`src/spq_pkg.sv`:
```
// shared types and codes for the sorted priority queue
package spq_pkg;

    localparam int TAG_BITS  = 16;
    localparam int PRIO_BITS = 16;
    localparam int OCC_BITS  = 5;

    // request codes
    localparam logic REQ_INSERT = 1'b0;
    localparam logic REQ_POP    = 1'b1;

    typedef enum logic [1:0] {
        STATUS_OK        = 2'd0,
        STATUS_UNDERFLOW = 2'd1,
        STATUS_FULL      = 2'd2
    } status_t;

    typedef struct packed {
        logic                        req_type;
        logic [TAG_BITS-1:0]         job_tag;
        logic signed [PRIO_BITS-1:0] job_priority;
    } req_t;

    typedef struct packed {
        status_t                     status;
        logic [TAG_BITS-1:0]         out_tag;
        logic signed [PRIO_BITS-1:0] out_priority;
        logic [OCC_BITS-1:0]         occupancy;
    } rsp_t;

    typedef struct packed {
        logic [TAG_BITS-1:0]         tag;
        logic signed [PRIO_BITS-1:0] prio;
    } entry_t;

    // broadcast to every cell of the chain
    typedef struct packed {
        logic   insert;
        logic   pop;
        entry_t new_entry;
    } cell_ctrl_t;

endpackage

```
`src/spq_cell.sv`:
```
// one slot of the sorted chain: compare, hold, take new job or shift
module spq_cell
    import spq_pkg::*;
(
    input  logic       aclk,
    input  cell_ctrl_t ctrl,
    input  logic       occupied,
    input  logic       prev_stays,
    input  entry_t     left_entry,
    input  entry_t     right_entry,
    output entry_t     entry,
    output logic       stays
);

    entry_t entry_reg;
    entry_t entry_next;

    // job stays put on insert when it ranks equal or higher than the new one
    assign stays = occupied &&
                   ($signed(entry_reg.prio) >= $signed(ctrl.new_entry.prio));

    // insert point is the first cell that does not stay, cells after it shift right
    always_comb begin
        entry_next = entry_reg;
        if (ctrl.insert) begin
            if (!stays) begin
                entry_next = prev_stays ? ctrl.new_entry : left_entry;
            end
        end else if (ctrl.pop) begin
            entry_next = right_entry;
        end
    end

    always_ff @(posedge aclk) begin
        entry_reg <= entry_next;
    end

    assign entry = entry_reg;

endmodule

```
`src/sorted_priority_queue_top.sv`:
```
// Sorted priority queue top: a chain of compare-and-shift cells with a result register.
// The result beat is registered and appears in the cycle after the request beat is accepted.
// Throughput: one request per cycle while results are taken; every cell compares and shifts in the same cycle.
// A result waiting on m_ready holds off the next request until that result is taken.
// Reset clears the job count and the output valid; slot contents are not cleared.
module sorted_priority_queue_top
    import spq_pkg::*;
#(
    parameter int DEPTH = 16
) (
    input  logic aclk,
    input  logic aresetn,
    input  logic s_valid,
    output logic s_ready,
    input  req_t s_data,
    output logic m_valid,
    input  logic m_ready,
    output rsp_t m_data
);

    localparam int CNT_W = $clog2(DEPTH + 1);

    logic [CNT_W-1:0] count_reg;
    logic [CNT_W-1:0] count_next;
    logic             m_valid_reg;
    rsp_t             m_data_reg;
    rsp_t             m_data_next;

    logic       in_fire;
    logic       is_pop;
    logic       full;
    logic       empty;
    cell_ctrl_t ctrl;

    entry_t             cell_entry [DEPTH];
    logic [DEPTH-1:0]   cell_stays;
    logic [DEPTH-1:0]   cell_occ;
    logic [CNT_W+OCC_BITS-1:0] occ_ext;

    // request decode
    assign s_ready = !m_valid_reg || m_ready;
    assign in_fire = s_valid && s_ready;
    assign is_pop  = (s_data.req_type == REQ_POP);
    assign full    = (count_reg == CNT_W'(DEPTH));
    assign empty   = (count_reg == '0);

    assign ctrl.insert        = in_fire && !is_pop && !full;
    assign ctrl.pop           = in_fire && is_pop && !empty;
    assign ctrl.new_entry.tag  = s_data.job_tag;
    assign ctrl.new_entry.prio = s_data.job_priority;

    // occupied flags, one compare per cell
    always_comb begin
        for (int i = 0; i < DEPTH; i++) begin
            cell_occ[i] = (CNT_W'(i) < count_reg);
        end
    end

    // cell chain
    for (genvar g = 0; g < DEPTH; g++) begin : g_cell
        logic   prev_stays;
        entry_t left_entry;
        entry_t right_entry;

        if (g == 0) begin : g_first
            assign prev_stays = 1'b1;
            assign left_entry = '0;
        end else begin : g_mid
            assign prev_stays = cell_stays[g-1];
            assign left_entry = cell_entry[g-1];
        end

        if (g == DEPTH - 1) begin : g_last
            assign right_entry = '0;
        end else begin : g_inner
            assign right_entry = cell_entry[g+1];
        end

        spq_cell u_cell (
            .aclk        (aclk),
            .ctrl        (ctrl),
            .occupied    (cell_occ[g]),
            .prev_stays  (prev_stays),
            .left_entry  (left_entry),
            .right_entry (right_entry),
            .entry       (cell_entry[g]),
            .stays       (cell_stays[g])
        );
    end

    // count update
    always_comb begin
        count_next = count_reg;
        if (ctrl.insert) begin
            count_next = count_reg + CNT_W'(1);
        end else if (ctrl.pop) begin
            count_next = count_reg - CNT_W'(1);
        end
    end

    assign occ_ext = {{OCC_BITS{1'b0}}, count_next};

    // result beat
    always_comb begin
        m_data_next              = '0;
        m_data_next.status       = STATUS_OK;
        m_data_next.occupancy    = occ_ext[OCC_BITS-1:0];
        if (is_pop) begin
            if (empty) begin
                m_data_next.status = STATUS_UNDERFLOW;
            end else begin
                m_data_next.out_tag      = cell_entry[0].tag;
                m_data_next.out_priority = cell_entry[0].prio;
            end
        end else if (full) begin
            m_data_next.status = STATUS_FULL;
        end
    end

    always_ff @(posedge aclk) begin
        if (!aresetn) begin
            count_reg   <= '0;
            m_valid_reg <= 1'b0;
        end else begin
            count_reg <= count_next;
            if (in_fire) begin
                m_valid_reg <= 1'b1;
            end else if (m_ready) begin
                m_valid_reg <= 1'b0;
            end
        end
    end

    always_ff @(posedge aclk) begin
        if (in_fire) begin
            m_data_reg <= m_data_next;
        end
    end

    assign m_valid = m_valid_reg;
    assign m_data  = m_data_reg;

    // checks
    a_count_bound: assert property (@(posedge aclk) disable iff (!aresetn)
        count_reg <= CNT_W'(DEPTH))
        else $error("job count above depth");

    a_pop_count: assert property (@(posedge aclk) disable iff (!aresetn)
        (in_fire && is_pop && !empty) |=>
            (count_reg == $past(count_reg) - CNT_W'(1)) && (m_data.status == STATUS_OK))
        else $error("pop did not remove exactly one job");

    a_full_refused: assert property (@(posedge aclk) disable iff (!aresetn)
        (in_fire && !is_pop && full) |=>
            (count_reg == $past(count_reg)) && (m_data.status == STATUS_FULL))
        else $error("insert into full queue not refused");

    a_err_zero: assert property (@(posedge aclk) disable iff (!aresetn)
        (m_valid && m_data.status != STATUS_OK) |->
            (m_data.out_tag == '0) && (m_data.out_priority == '0))
        else $error("error result carries job data");

endmodule
```
`config.mk`:
```
export PLATFORM = sky130hd
export DESIGN_NAME = sorted_priority_queue_top
export DESIGN_NICKNAME = d
export VERILOG_FILES = /design/src/spq_pkg.sv /design/src/spq_cell.sv /design/src/sorted_priority_queue_top.sv
export SDC_FILE = /design/constraint.sdc
export NUM_CORES = 2
export LEC_CHECK = 0
export ABC_AREA = 1
export BUFFER_PORTS_ARGS = -buffer_cell sky130_fd_sc_hd__buf_2
export CORE_MARGIN = 1
export CORE_UTILIZATION = 50
export CTS_CLUSTER_SIZE = 30
export DETAILED_ROUTE_END_ITERATION = 12
export PLACE_DENSITY = 0.67
export SLEW_MARGIN = 40
export SYNTH_ARGS = -nofsm -noshare
export SYNTH_HDL_FRONTEND = slang
export SYNTH_SLANG_ARGS = --single-unit
```
`constraint.sdc`:
```
create_clock -name aclk -period 11.8 [get_ports aclk]
set_input_delay 1.18 -clock aclk [delete_from_list [all_inputs] [get_ports aclk]]
set_output_delay 1.18 -clock aclk [all_outputs]
set_load 0.02 [all_outputs]
```
==> summary.md <==
| Metric | Value |
|---|---|
| Status | `finished clean` |
| Routed wire length | `90.2 mm` |
| Total setup buffers inserted after CTS | `0` |
| Clk_skew | `20.0 ps` |
| Synth top area share | `45.8%` |
| Critical Path RT | `12,050 ps` |
| Worst VDD drop | `0.113 mV` |
| Port Buffers | `77` |
| Highest Clock Rate | `0.197 GHz` |
| DRT antenna net count | `0` |
| Sequential element share of the synthesized area | `46.1%` |
| Period minus WS final | `5080 ps` |
| Num ports | `78` |
| Mapped cell area | `36,100 µm²` |
| Core area | `71,500 µm²` |
| Ranking of synthesized cells by area | `edfxtp_1, nand2_1, ha_1` |
| Synth unique cells | `31` |
| Vias | `28.8k` |
| Initial core utilization | `50.5%` |
| DP Wirelength | `65.5 mm` |
| GRT Overall Usage | `24.6%` |
| Nets | `5,091` |
| Worst rel slew slack | `42.2%` |
| Die Width | `271 µm` |
| Die Y | `271 µm` |
| Final setup viols | `0` |
| Number of global-route vias before repair | `27.5k` |
| Global-route wire length before repair | `146 mm` |
| Crit Path Category | `in2reg` |
| Post-synthesis instance total | `4,805` |
| CP max-delay cell | `buf_4` |
| TritonCTS clock tree | `built` |
| CTS H-tree lvls | `3` |
| Worst-path maximum fanout | `61` |
| Clk_lat worst skew | `620 ps` |
| Post-synth EDFFs | `551` |
| Largest net degree at the start of global routing | `108` |
| Cell taking the most area after synthesis | `edfxtp_1` |
| First drt pass iteration count | `6` |
| Cts bufs inserted | `67` |
| Synth warnings | `0` |
| Final core occ | `54.4%` |
| WP data arrival | `5340 ps` |
| Post-Syn Nets | `5,101` |
| Grt ovf | `0` |
| Leakage power | `22.3 nW` |
| WL per Instance | `15.6 µm` |
| CP cell instances | `buf_2 > inv_1 > nand2_1 > nand2_1 > inv_4 > nand3_4 > buf_12 > buf_12 > inv_4 > buf_4 > nand2_2 > nand2_1 > buf_4` |
| RSZ-0062 raised after global routing | `false` |
| CP startpoint kind | `primary input` |
| Share of cells above drive strength 1 | `5.57%` |
| Routability Congestion | `0.852` |
| Setup tns final | `0 ps` |
| #FFs+latches synth | `557` |
| Die Area | `73,300 µm²` |
| Most used cell, CP | `nand2_1` |
| Hold Crit Class | `reg2reg` |
| Crit share post-route | `43.1%` |
| Max reg flops | `512` |
| Pins over their slew limit | `0` |
| Vias per cell | `4.96` |
| Top_reg_cell synth | `edfxtp_1` |
| Maximum root-to-sink buffer count | `3` |
| Mean Syn Cell Area | `7.52 µm²` |
| Clock-pin slew on the worst setup and hold paths | `60 ps` |
| 1st-iter DRT viols | `2,518` |
| Worst-Margin Slew | `867 ps` |
| Hold buffer count at cts | `0` |
| Final Hold Vio Count | `0` |
| DRC Markers | `0` |
| Clock sink count | `557` |
| Num rows | `98` |
| Clk root buf | `clkbuf_16` |
| CP endpoint kind | `flop` |
| Initial antenna violation count | `1` |
| Resized cells post-CTS | `0` |
| ANT cells | `0` |
| Fillers | `6,838` |
| Async SR Flop Fraction | `0%` |
| PwrDens | `154 nW/µm²` |
| Critical Path Max Stage Delay | `740 ps` |
| Layout area overhead | `7.69%` |
| # Max-Cap Violations | `0` |
-- stage by stage --
step / setup slack [ps] / power, mW / hold slack, ps / cell area (µm²) / cells
after floorplan: 7070 / 3.68 / 494 / 36100 / 4805
after global routing: 6350 / 6.33 / 535 / 38900 / 5796
after CTS: 6750 / 6.02 / 515 / 38900 / 5796
after detailed placement: 6100 / 4.02 / 501 / 36800 / 5676
final: 6720 / 5.99 / 513 / 38900 / 5796
after global placement: 5050 / 3.98 / 498 / 36700 / 5672
-- power by group --
group	internal [mW]	switching, mW
clock network	1.14	0.846
logic	0.419	0.902
registers	2.54	0.143
-- metal layers --
| metal | track usage, % | vias up | routed length [µm] |
|---|---|---|---|
| met4 | 8.12 | 2 | 2180 |
| met1 | 34.0 | 12893 | 41400 |
| met5 | 0 | - | 13 |
| met3 | 2.80 | 132 | 5230 |
| li1 | - | 14872 | - |
| met2 | 40.2 | 851 | 41300 |
-- placed cells by master (no fill, tap or decap), types with 3 or more instances in the layout --
cell type	n
nand2_1	2678
inv_1	619
edfxtp_1	551
ha_1	259
a21oi_1	123
nor2_1	108
nand3_1	94
buf_2	77
clkbuf_16	70
o21ai_0	49
buf_4	32
nand4_1	30
clkbuf_1	22
nand2_2	19
nor2_2	15
o21bai_1	13
nand2_4	13
clkinv_1	11
clkinv_2	11
inv_2	7
dfxtp_1	6
buf_6	4
nor3_1	3
xor2_1	3
inv_6	3
-- critical path, delay by kind of cell --
kind | cells | cell delay [ps]
buf+inv | 8 | 2700
simple gates | 5 | 1240
-- cells by family after synthesis --
group	count (synthesis)	share of synthesized area (%)
buffers and inverters	827	10.1
adders and majority gates	259	8.97
and+or+nand+nor	2967	32.0
xor gates and xnor gates	3	0.0728
AOI/OAI and AO/OA	192	2.77
DFF	557	46.1
-- cells in the mapped netlist (16+ instances only) --
cell type	count
nand2_1	2678
inv_1	627
edfxtp_1	551
ha_1	259
buf_2	125
a21oi_1	124
nor2_1	108
nand3_1	94
o21ai_0	50
buf_6	46
nand4_1	30
nand2_2	19
clkbuf_1	16
-- area by class of cell --
class	instances	area (µm²)	share of cell area, %
clock inverter	27	215	0.553
multi-input combinational	3421	15900	40.8
sequential	557	16700	42.9
tap	950	1190	3.06
clock buffer	93	1850	4.75
timing repair buffer	117	741	1.90
inverter	631	2370	6.10
-- path summary, 6_finish.rpt --
kind                          startpoint                          end  slack [ps]  cells past startpoint
min reg2reg  g_cell[15].u_cell.entry[18]  g_cell[14].u_cell.entry[18]         510                      2
max reg2reg                 count_reg[0]   g_cell[12].u_cell.entry[5]        6990                     13
min          g_cell[15].u_cell.entry[18]  g_cell[14].u_cell.entry[18]         510                      2
max                              m_ready   g_cell[12].u_cell.entry[5]        6720                     13
Note: power is estimated with default switching activity, not from simulation.
